[src/rtl/chf_pkg.sv]
`default_nettype none
// ----------------------------------------------------------------------------
// chf_pkg: shared types and constants for the compass heading core
// fixed-point formats, arctangent table and pipeline item type
// ----------------------------------------------------------------------------
package chf_pkg;

   localparam int SAMPLE_BITS  = 16;
   localparam int CORDIC_STEPS = 16;
   localparam int TABLE_LEN    = 24;
   localparam int STEPS_RUN    = (CORDIC_STEPS > TABLE_LEN) ? TABLE_LEN : CORDIC_STEPS;

   // samples scaled by 2^32; the floor shifts drop low bits from the ninth step on
   localparam int FRAC_W = 32;
   localparam int WORK_W = SAMPLE_BITS + 3 + FRAC_W;
   localparam int ANG_W  = 28;
   localparam int IDX_W  = 5;
   localparam int Q6_W   = 15;

   localparam int ROUND_SHIFT = 10;
   localparam int ROUND_BIAS  = 512;
   localparam int ANG_HALF    = 180 * 65536;
   localparam int ANG_FULL    = 360 * 65536;
   localparam int FULL_TURN_Q6 = 23040;

   typedef logic signed [WORK_W-1:0] work_type;
   typedef logic signed [ANG_W-1:0]  ang_type;
   typedef logic [IDX_W-1:0]         idx_type;
   typedef logic [Q6_W-1:0]          q6_type;
   typedef logic [1:0]               spc_type;

   // headings of samples that lie on an axis
   localparam spc_type SPC_ZERO  = 2'd0;
   localparam spc_type SPC_HALF  = 2'd1;
   localparam spc_type SPC_QUART = 2'd2;
   localparam spc_type SPC_THREE = 2'd3;

   typedef struct packed {
      work_type x;
      work_type y;
      ang_type  z;
      logic     on_axis;
      spc_type  axis_code;
   } item_type;

   function automatic q6_type axis_heading(input spc_type code);
      q6_type h;
      case (code)
         SPC_ZERO:  h = q6_type'(0);
         SPC_HALF:  h = q6_type'(180 * 64);
         SPC_QUART: h = q6_type'(90 * 64);
         SPC_THREE: h = q6_type'(270 * 64);
         default:   h = q6_type'(0);
      endcase
      return h;
   endfunction

   // round(atan(2^-i) * 180/pi * 65536)
   function automatic ang_type atan_q16(input idx_type i);
      ang_type a;
      case (i)
         5'd0:    a = ang_type'(2949120);
         5'd1:    a = ang_type'(1740967);
         5'd2:    a = ang_type'(919879);
         5'd3:    a = ang_type'(466945);
         5'd4:    a = ang_type'(234379);
         5'd5:    a = ang_type'(117304);
         5'd6:    a = ang_type'(58666);
         5'd7:    a = ang_type'(29335);
         5'd8:    a = ang_type'(14668);
         5'd9:    a = ang_type'(7334);
         5'd10:   a = ang_type'(3667);
         5'd11:   a = ang_type'(1833);
         5'd12:   a = ang_type'(917);
         5'd13:   a = ang_type'(458);
         5'd14:   a = ang_type'(229);
         5'd15:   a = ang_type'(115);
         5'd16:   a = ang_type'(57);
         5'd17:   a = ang_type'(29);
         5'd18:   a = ang_type'(14);
         5'd19:   a = ang_type'(7);
         5'd20:   a = ang_type'(4);
         5'd21:   a = ang_type'(2);
         5'd22:   a = ang_type'(1);
         default: a = ang_type'(0);
      endcase
      return a;
   endfunction

endpackage
`default_nettype wire

[src/rtl/chf_stage.sv]
`default_nettype none
// ----------------------------------------------------------------------------
// chf_stage: one vectoring micro-rotation with its pipeline register
// turns the vector towards the x axis and accumulates the table angle
// ----------------------------------------------------------------------------
module chf_stage (
   input  wire logic              clock,
   input  wire logic              reset,
   input  wire chf_pkg::idx_type  step_idx,
   input  wire logic              up_valid,
   input  wire chf_pkg::item_type up_item,
   input  wire logic              dn_en,
   output logic                   en,
   output logic                   valid,
   output chf_pkg::item_type      item
);

   logic              valid_ff;
   chf_pkg::item_type item_ff;
   chf_pkg::item_type item_in;
   chf_pkg::work_type xs;
   chf_pkg::work_type ys;
   logic              y_pos;

   assign en = !valid_ff || dn_en;

   always_comb begin
      xs    = up_item.x >>> step_idx;
      ys    = up_item.y >>> step_idx;
      y_pos = !up_item.y[chf_pkg::WORK_W-1] && (up_item.y != '0);
      item_in = up_item;
      if (y_pos) begin
         item_in.x = up_item.x + ys;
         item_in.y = up_item.y - xs;
         item_in.z = up_item.z + chf_pkg::atan_q16(step_idx);
      end else begin
         item_in.x = up_item.x - ys;
         item_in.y = up_item.y + xs;
         item_in.z = up_item.z - chf_pkg::atan_q16(step_idx);
      end
   end

   always_ff @(posedge clock) begin
      if (reset) begin
         valid_ff <= 1'b0;
      end else if (en) begin
         valid_ff <= up_valid;
      end
   end

   always_ff @(posedge clock) begin
      if (en) begin
         item_ff <= item_in;
      end
   end

   assign valid = valid_ff;
   assign item  = item_ff;

endmodule
`default_nettype wire

[config.mk]
export PLATFORM = sky130hd
export DESIGN_NAME = chf_stage
export DESIGN_NICKNAME = d
export VERILOG_FILES = /design/src/rtl/chf_pkg.sv /design/src/rtl/chf_stage.sv
export SDC_FILE = /design/constraint.sdc
export NUM_CORES = 1
export LEC_CHECK = 0
export BUFFER_PORTS_ARGS = -buffer_cell sky130_fd_sc_hd__buf_2
export CELL_PAD_IN_SITES_DETAIL_PLACEMENT = 1
export CELL_PAD_IN_SITES_GLOBAL_PLACEMENT = 2
export CORE_ASPECT_RATIO = 1.4
export CORE_MARGIN = 5
export CORE_UTILIZATION = 40
export CTS_BUF_LIST = sky130_fd_sc_hd__clkbuf_4 sky130_fd_sc_hd__clkbuf_8
export CTS_CLUSTER_DIAMETER = 60
export DETAILED_ROUTE_END_ITERATION = 8
export PLACE_DENSITY_LB_ADDON = 0.08
export SETUP_SLACK_MARGIN = 0.2
export SLEW_MARGIN = 25
export SYNTH_ARGS = -nofsm -noshare
export SYNTH_HDL_FRONTEND = slang
export SYNTH_SLANG_ARGS = --single-unit
[constraint.sdc]
create_clock -name clock -period 13.51 [get_ports clock]
set_clock_uncertainty 0.2 [all_clocks]
set_input_delay 2.702 -clock clock [delete_from_list [all_inputs] [get_ports clock]]
set_output_delay 2.702 -clock clock [all_outputs]
set_load 0.03 [all_outputs]
# ---- Word-level counts from Yosys, hierarchy flattened
# Memory sizes are Yosys's and may differ from the RTL's.
# Cells that the tools add are included.
dict set report totals {
  elab_cells 24
  out_inout_bits 135
  in_bits 142
  mem_bits_ro 1408
  memories 2
  regBits 134
}
dict set report op_classes {
  add_sub_neg 6
  shift 2
  mux 3
  n_reduce_logical 5
}
# memory words word_bits read_ports rd_clocked_by_memory_dff write_ports line_no
set memory_table {}
lappend memory_table {{(name not given)} 32 22 1 0 0 chf_pkg.sv:61} ;# case (i)
lappend memory_table {{(name not given)} 32 22 1 0 0 chf_pkg.sv:61}
# cell count
set ops {}
lappend ops {{130-bit two-way mux} 1}
lappend ops {{51-bit adder} 2}
lappend ops {{51-bit by 5-bit >>> shifter with 51-bit output} 2}
lappend ops {{51-bit subtractor} 2}
lappend ops {{28-bit two-way mux} 2}
lappend ops {{51-bit nonzero test} 1}
lappend ops {{28-bit adder} 1}
lappend ops {{28-bit subtractor} 1}
lappend ops {{1-bit zero test} 2}
lappend ops {{1-bit logical AND} 1}
lappend ops {{1-bit logical OR} 1}

# ---- Depth between registers and ports, before layout
# Gate-level depths: netlist of the first run.
dict set report logic_depth {
  ltp_word 5
  mapped_depth 34
  depth_no_buf 25
}

# ---- Worst setup path after synthesis of the first run
# No wires, ideal clock.
dict set report synth_path {
  path_kind {input to register}
  from {input port step_idx[1]}
  to {register item_ff, in the netlist item[131] (data pin)}
  arrival_ns 9.200
  cell_stages 32
  path_buffers 8
  t_required_ns 13.048
  setup_time_ns 0.262
  path_slack_ns 3.847
  cell_sequence {buf_2 buf_2 buf_4 buf_4 buf_2 buf_4 buf_6 mux4_2 nand2_1 o211ai_1 a221oi_1 ha_1 and4_1 nand4_2 nor4_4 and2_1 buf_4 nand3_4 o31ai_2 xnor2_1 o32ai_1 ha_1 nand4_1 nor3_1 and3_1 nand3_1 or3b_2 a31oi_1 o211ai_1 a311oi_1 mux2i_1 nand3_1}
}
# element line_no
set synth_rtl {}
lappend synth_rtl {{start, declared} chf_stage.sv:9} ;# input wire chf_pkg::idx_type step_idx,
lappend synth_rtl {{end signal, assigned} chf_stage.sv:53} ;# item_ff <= item_in;
lappend synth_rtl {{end, declared} chf_stage.sv:19} ;# chf_pkg::item_type item_ff;

==> results of run 1 <==
==> metal layers <==
| layer | GRT usage | routed length [microns] | vias to the layer above |
|---|---|---|---|
| met5 | 0 | 0 | - |
| met4 | 0.181 | 6740 | 0 |
| met3 | 0.0483 | 7000 | 276 |
| met2 | 0.557 | 51000 | 1077 |
| met1 | 0.406 | 41400 | 11500 |
| li1 | - | - | 10200 |
==> layout make-up <==
class                      instances  area share
multi-input combinational       2208       0.709
inverter                          53     0.00799
clock buffer                      20      0.0105
antenna                            2    0.000200
timing repair buffer             310      0.0678
clock inverter                    12     0.00700
sequential                       134       0.160
tap                              735      0.0367
==> cell usage in the layout, fill, tap and decap left out, types with 36 or more instances in the layout <==
master	instances
nand3_1	46
buf_2	271
o21ai_0	141
a31oi_1	46
inv_1	50
nand2_1	216
xnor2_1	140
nand2b_1	36
a21oi_1	197
ha_1	139
mux4_2	142
nor3_1	57
mux2i_1	127
edfxtp_1	133
mux2_2	80
nor2_1	206
xor2_1	84
a21o_1	55
==> power by group <==
group / switching (W) / total (W) / internal, W
Sequential: 0.0000433 / 0.000722 / 0.000679
Combinational: 0.00129 / 0.00196 / 0.000668
Clock: 0.000205 / 0.000415 / 0.000210
Total: 0.00154 / 0.00310 / 0.00156
==> path summary, 6_finish.rpt <==
kind / start / endpoint / slack (ps) / depth (start not counted)
setup / recovery: step_idx[0] / item[131] / 2590 / 26
hold / removal: valid / item[86] / 890 / 2
setup reg to reg: valid / item[130] / 11060 / 3
hold reg to reg: valid / item[86] / 890 / 2
==> registers in the layout, indices dropped and copies added (netlist names) <==
signal  count
item      133
valid       1
==> cells by family after synthesis <==
kind of cell,count (synthesis),share of synthesized area
buf+inv,207,0.0468
fa+ha+maj,142,0.0788
simple gates,766,0.163
compound gates,719,0.206
xor+xnor,224,0.0860
flops,134,0.176
mux,357,0.244
==> critical path, cell delays in order <==
cell	delay (ps)
buf_8	530
buf_4	580
mux2_2	410
a222oi_1	460
o21ai_0	130
a221oi_1	460
ha_1	300
and4_1	240
nand4_2	180
nor4_4	680
and2_1	470
nand3_4	140
nor2_1	250
or3_1	170
a31oi_1	100
ha_1	440
nand4_1	140
nor3_1	310
and3_1	230
nand3_1	80
or3b_2	490
a31oi_1	390
o211ai_1	170
a311oi_1	480
mux2i_1	230
nand3_1	80
==> metrics by stage <==
step                utilization  setup WS [ps]
floorplan                     -           3850
global placement          0.435           2330
detailed placement        0.436           2030
CTS                       0.443           2600
global route              0.444           1950
finish                    0.444           2590
==> run metrics, run 1 <==
Worst Path Max Fanout 91; count of cell types in the netlist between 100 and 150; Boundary Pins around 280; critical path type input pin to register; Slew HR 0.216; Reg area approximately 4000 sq um; Setup crit end kind register; cts hold-fix bufs 0; initial antenna violation count 2; Num CTS Buffers 17; Detailed Route WL 106000 microns; DRC 0; layout cells sized above 1 0.227; Post-synth top cells nand2_1, nor2_1, a21oi_1; vias per cell about 6.6; die width 212 microns; RSZ-0062 raised after global routing no; clock-pin slew on the worst setup and hold paths 120 ps; dpl cells around 3400; fillers about 6700; register area share after synthesis 0.176; overall power about 0.0031 W; Cell Pwr Density ~120 nW/um^2; max-cap viol count 0; clk root buf clkbuf_8; Yosys reg bits around 130; area of the multi-input gates 17800 sq um; CP Data Arrival Time between 10000 and 15000 ps; design area roughly 25000 sq um; clk buf depth 2; Post-Syn Nets roughly 2800; estimated wirelength of the detail-placed design 82900 microns; Tmin final about 11000 ps; worst-margin pin slew between 1000 and 1500 ps; Clock Sinks between 100 and 150; Initial Utilization 0.404; global-route wire length before repair approximately 160000 microns; startpoint types input pin; Top FF cell, synth edfxtp_1; Worst Hold Class register to register; Syn Std Cell Area around 23000 sq um; largest net degree at the start of global routing 103; Fin Hold WS between 800 and 900 ps; Syn. warnings 0; pins over their slew limit 0; share of the synthesized area in the top cell type 0.175; Post-CTS Setup Inserts 0; status finished, final reports clean; Worst Path Required roughly 14000 ps; Cells after Synth about 2500; leading area contributor after synthesis edfxtp_1; CTS H-tree lvls 4; dpl cell area 24600 sq um; fmax 91.6 MHz; Post-Layout Cell Count 3474; FP Rows approximately 100; Die H between 200 and 300 microns; area grow syn2layout 9.70%; CTS tree built; Core Footprint approximately 56000 sq um; share of flip-flops with an asynchronous set or reset 0; I/O Buffers 276; most common cell in the synthesized netlist nand2_1; GRT Total Usage 0.331; vias in the first global route roughly 24000; nets 3008; Vias 23000; Final Setup Violations 0; VDD IR max ~0.12 mV; Post-synth EDFFs 133; Placer Congestion 1.01; endpoints failing hold 0; mean area per synthesized cell between 8 and 9 sq um; post-CTS sizing 0; average wire per standard cell about 30 microns; DR pass1 iterations 6; Congestion Overflow GR 0; leakage power around 10 nW; Antenna Nets Post-Route 0; DIE AREA ~62000 sq um; clk_lat worst skew about 540 ps; TNS Setup 0 ps; largest cells by area after synthesis edfxtp_1, mux4_2, ha_1, mux2i_1, xnor2_1; Final Cycle Share 0.808; First DRT Iteration DRCs between 1500 and 2000
Power figures use the tool's default switching activity.
==> run 2, diff against run 1 <==
--- a/config.mk
+++ b/config.mk
@@ -10,7 +10,7 @@
 export CELL_PAD_IN_SITES_GLOBAL_PLACEMENT = 2
 export CORE_ASPECT_RATIO = 1.4
 export CORE_MARGIN = 5
-export CORE_UTILIZATION = 40
+export CORE_UTILIZATION = 38
 export CTS_BUF_LIST = sky130_fd_sc_hd__clkbuf_4 sky130_fd_sc_hd__clkbuf_8
 export CTS_CLUSTER_DIAMETER = 60
 export DETAILED_ROUTE_END_ITERATION = 8
==> constraint.sdc (replaced) <==
create_clock -name clock -period 10.2 [get_ports clock]
set_clock_uncertainty 0.2 [all_clocks]
set_input_delay 2.04 -clock clock [delete_from_list [all_inputs] [get_ports clock]]
set_output_delay 2.04 -clock clock [all_outputs]
set_load 0.03 [all_outputs]
==> run metrics, run 2 (same netlist as run 1, synthesis figures left out) <==
die width 217 microns; global-route wire length before repair approximately 160000 microns; Worst Hold Class register to register; vias in the first global route 24800; GRT busiest layer met2; Top Family by Delay on Critical Path simple AND/OR/NAND/NOR gates; First DRT Iteration DRCs 1986; most frequent cells in the layout buf_2, nand2_1, nor2_1; Seq pwr share 0.231; nets 3121; fmax between 100 and 150 MHz; Final Setup Violations 0; area grow syn2layout 13.5%; largest net degree at the start of global routing 64; endpoints failing hold 0; vias per cell 6.54; average wire per standard cell between 30 and 40 microns; Initial Utilization 0.382; GRT Total Usage 0.335; pins over their slew limit 0; DR pass1 iterations 5; Fin Hold WS 611 ps; Antenna Nets Post-Route 0; Clock Sinks approximately 130; worst slack, placed roughly 340 ps; status finished, final reports clean; Critical path buffers and inverters 3; most common cell after layout, fill and taps aside buf_2; CTS tree built; Tmin final about 9300 ps; grt met3 use 0.0518; clk buf depth 2; dpl cells 3574; Clock power frac 0.116; Worst Setup SP step_idx[0]; Final Cycle Share 0.910; net switching power between 0.002 and 0.0025 W; switching share of total power 0.501; DIE AREA between 60000 and 70000 sq um; clk_lat worst skew ~580 ps; VDD IR max between 0.15 and 0.2 mV; Post-CTS Setup Inserts 0; post-CTS sizing 0; Slew HR 0.294; clock-pin slew on the worst setup and hold paths around 90 ps; Detailed Route WL approximately 110000 microns; Setup crit end kind register; crit path max-delay cell type a221oi_1; Post-Layout Cell Count around 3600; Worst Path Required between 10000 and 15000 ps; clk root buf clkbuf_8; Internal 0.00207 W; min-delay src valid; RSZ-0062 raised after global routing no; Core Footprint about 60000 sq um; I/O Buffers ~280; Congestion Overflow GR 0; CP Data Arrival Time about 9400 ps; initial antenna violation count 1; Worst Path Max Fanout 49; DRC 0; Placer Congestion approximately 0.97; Boundary Pins 277; CTS H-tree lvls 4; Vias about 24000; leakage power ~11 nW; layout cells sized above 1 0.258; number of flip-flops in the largest register 133; worst flop-to-flop path startpoint valid; Comb pwr share 0.653; Cell Pwr Density 160 nW/um^2; met2 Use GR 0.574; dpl cell area between 20000 and 30000 sq um; max-cap viol count 0; cts hold-fix bufs 0; estimated wirelength of the detail-placed design 89000 microns; Die H between 200 and 300 microns; Num CTS Buffers 17; FP Rows about 110; startpoint types input pin; CP max stage delay 810 ps; design area between 20000 and 30000 sq um; GR Util met1 0.404; TNS Setup 0 ps; Worst Slack Setup Final between 900 and 1000 ps; critical path type input pin to register; worst-margin pin slew roughly 1000 ps
## run 2: changes by cell type in the layout (fill, tap and decap cells not counted), sizes merged
cell      change
buf         +113
clkinv        +3
bufinv        -2
clkbuf        -1
clkinvlp      +1
diode         -1
inv           -1
## run 2: final cells by class
type                            count  area [sq um]
Fill cell                        7018         33800
Multi-Input combinational cell   2208         17800
Sequential cell                   134          4010
Timing Repair Buffer              423          2590
Tap cell                          756           946
Clock buffer                       19           249
Inverter                           53           200
Clock inverter                     13           135
Antenna cell                        1          2.50
## run 2: worst paths after layout
| kind | end | slack, ps | cells after the start |
|---|---|---|---|
| setup / recovery | item[131] | 920 | 25 |
| hold / removal | item[58] | 610 | 1 |
| setup reg to reg | item[105] | 8100 | 3 |
| hold reg to reg | item[58] | 610 | 1 |
## run 2: power groups by stage
stage | combinational [W] | sequential (W) | clock [W]
after floorplan | 0.00132 | 0.00144 | 0
final | 0.00271 | 0.000957 | 0.000481
after detailed placement | 0.00268 | 0.000969 | 0
after CTS | 0.00269 | 0.000962 | 0.000500
after global placement | 0.00265 | 0.000964 | 0
after global routing | 0.00288 | 0.000978 | 0.000527
## run 2: through the flow
stage / power (W) / utilization
6_report: 0.00414 / 0.434
5_1_grt: 0.00438 / 0.434
4_1_cts: 0.00416 / 0.434
3_5_place_dp: 0.00365 / 0.428
3_3_place_gp: 0.00361 / 0.428
2_1_floorplan: 0.00276 / -
## run 2: routing by layer
| layer | routed length, microns | vias to the layer above |
|---|---|---|
| met4 | 7020 | 0 |
| li1 | - | 10400 |
| met2 | 54200 | 1069 |
| met5 | 0 | - |
| met1 | 43600 | 11900 |
| met3 | 7390 | 265 |
==> run 3, diff against run 2 <==
--- a/config.mk
+++ b/config.mk
@@ -9,8 +9,7 @@
 export CELL_PAD_IN_SITES_DETAIL_PLACEMENT = 1
 export CELL_PAD_IN_SITES_GLOBAL_PLACEMENT = 2
 export CORE_ASPECT_RATIO = 1.4
-export CORE_MARGIN = 5
-export CORE_UTILIZATION = 38
+export CORE_UTILIZATION = 34
 export CTS_BUF_LIST = sky130_fd_sc_hd__clkbuf_4 sky130_fd_sc_hd__clkbuf_8
 export CTS_CLUSTER_DIAMETER = 60
 export DETAILED_ROUTE_END_ITERATION = 8
==> constraint.sdc (replaced) <==
create_clock -name clock -period 7.8 [get_ports clock]
set_clock_uncertainty 0.2 [all_clocks]
set_input_delay 1.56 -clock clock [delete_from_list [all_inputs] [get_ports clock]]
set_output_delay 1.56 -clock clock [all_outputs]
set_load 0.03 [all_outputs]
==> run metrics, run 3 (same netlist as run 1, synthesis figures left out) <==
CTS H-tree lvls 4; min-delay src valid; Internal approximately 0.0032 W; startpoint types input pin; Core Footprint 66600 sq um; Antenna Nets Post-Route 0; Congestion Overflow GR 0; cell mode on critical path nand3_1; average wire per standard cell 28.5 microns; r2r endpoint item[123]; GRT Total Usage 0.363; worst path cell trace clkbuf_16 -> buf_6 -> mux4_2 -> and2_1 -> or2_1 -> a222oi_1 -> buf_4 -> o21ai_0 -> or3b_1 -> or2_2 -> o31a_1 -> a211oi_2 -> a31oi_1 -> ha_1 -> nand4_1 -> nor3_2 -> and3_4 -> nand3_1 -> or3b_4 -> a31oi_4 -> o211ai_1 -> a311oi_2 -> mux2i_1 -> nand3_1; nets approximately 3900; Comb pwr share 0.702; RSZ-0062 raised after global routing no; die width 221 microns; Final Setup Violations 0; leakage power 14.3 nW; Final Cycle Share 0.963; I/O Buffers 276; Cell Pwr Density around 190 nW/um^2; initial antenna violation count 2; dpl cells ~4400; Detailed Route WL 127000 microns; most frequent cells in the layout buf_4, buf_2, nand2_1; Worst Path Required approximately 8000 ps; endpoints failing hold 0; DIE AREA slightly below 70000 sq um; estimated wirelength of the detail-placed design 105000 microns; worst-margin pin slew 806 ps; largest net degree at the start of global routing just under 60; overall power 0.00617 W; worst slack, placed -583 ps; fmax roughly 130 MHz; Worst Slack Setup Final 291 ps; VDD IR max between 0.15 and 0.2 mV; Die H between 300 and 400 microns; DRC 0; layout cells sized above 1 0.423; r2r worst-path depth 3; pins over their slew limit 0; worst flop-to-flop path startpoint valid; number of stages on the worst hold path 2; Boundary Pins 277; Top Family by Delay on Critical Path simple AND/OR/NAND/NOR gates; Initial Utilization 0.343; CTS tree built; FP Rows between 100 and 150; Clock Sinks 134; fillers between 7000 and 8000; Setup crit end kind register; Fin Hold WS just under 700 ps; net switching power between 0.002 and 0.003 W; reg2reg setup slack between 5000 and 6000 ps; Worst Hold End valid; status finished, final reports clean; clk_lat worst skew 580 ps; critical path type input pin to register; Post-Layout Cell Count roughly 4400; max-cap viol count 0; vias in the first global route around 28000; vias per cell roughly 6; CP max stage delay ~550 ps; Worst Path Max Fanout 13; CP Data Arrival Time around 7700 ps; most common cell after layout, fill and taps aside buf_4; clock-pin slew on the worst setup and hold paths approximately 100 ps; Tmin final between 7000 and 8000 ps; clk root buf clkbuf_8; Critical path buffers and inverters 3; Worst Hold Class register to register; Vias around 27000; number of flip-flops in the largest register around 130; Placer Congestion 1.02; Slew HR 0.462; switching share of total power 0.481; area grow syn2layout 40.7%; crit path max-delay cell type a222oi_1; Seq pwr share 0.203; global-route wire length before repair roughly 180000 microns; Clock power frac 0.095; Num CTS Buffers 17; First DRT Iteration DRCs ~2200; clk buf depth 2; DR pass1 iterations 5
==> run 3: cell types whose count changed in the layout (fill, tap and decap cells not counted), moves of 5 or more <==
cell / previous run / this run
a211oi_1: 30 / 24
buf_6: 1 / 10
nand2_1: 216 / 211
a211oi_2: 1 / 7
nor3_1: 57 / 51
buf_12: 7 / 19
o21ai_0: 141 / 132
buf_4: 142 / 854
o21ai_1: 2 / 10
==> run 3: worst max-delay path by stage <==
stage                            from   endpoint  slack [ps]  cells after the start
after floorplan           step_idx[0]  item[131]         -80                     33
after global placement    step_idx[0]   item[77]        -560                     28
after detailed placement  step_idx[0]   item[81]        -580                     29
after CTS                 step_idx[0]  item[131]         180                     27
after global routing      step_idx[0]  item[131]          40                     27
final                     step_idx[0]  item[131]         290                     24
==> run 3: layout make-up <==
class                   count  area, sq um  area share
repair buffers           1159         8390       0.261
inverters                  53          201     0.00627
clock buffers              17          234     0.00728
clock inverters            14          103     0.00319
diodes                      4         10.0    0.000312
flip-flops and latches    134         4010       0.125
multi-input cells        2208        18100       0.564
well taps                 855         1070      0.0333
==> run 3: per-stage QoR <==
stage               instance area (sq um)   util  setup TNS (ps)
finish                              32100  0.483               0
global route                        32100  0.483               0
CTS                                 31700  0.476               0
detailed placement                  31300  0.470          -10490
global placement                    31300  0.470           -7900
floorplan                           23100      -           -84.9
==> run 3: what timing repair did <==
| item | in CTS | in global routing |
|---|---|---|
| hold buffers | 0 | 0 |
| pin swaps | 1 | 29 |
| cloned | 0 | 3 |
| setup endpoints to repair | 11 | 28 |
| gates resized for setup | 6 | 62 |
| setup buffers | 1 | 14 |
==> run 3: worst min-delay path, stage by stage, from the launching register on <==
cell and delay [ps]:
dfxtp_1 350, nand2b_4 340, a21oi_1 140
==> run 3: power by group through the flow <==
stage | clock, W | combinational [W] | sequential [W]
finish | 0.000587 | 0.00433 | 0.00125
global route | 0.000626 | 0.00458 | 0.00128
CTS | 0.000611 | 0.00427 | 0.00126
detailed placement | 0 | 0.00424 | 0.00127
global placement | 0 | 0.00415 | 0.00126
floorplan | 0 | 0.00175 | 0.00188
==> run 3: layer usage <==
layer	track usage	up-vias	routed length, microns
li1	-	11800	-
met1	0.420	13400	50000
met2	0.640	1034	62500
met3	0.0387	312	5630
met4	0.232	0	8630
met5	0	-	0
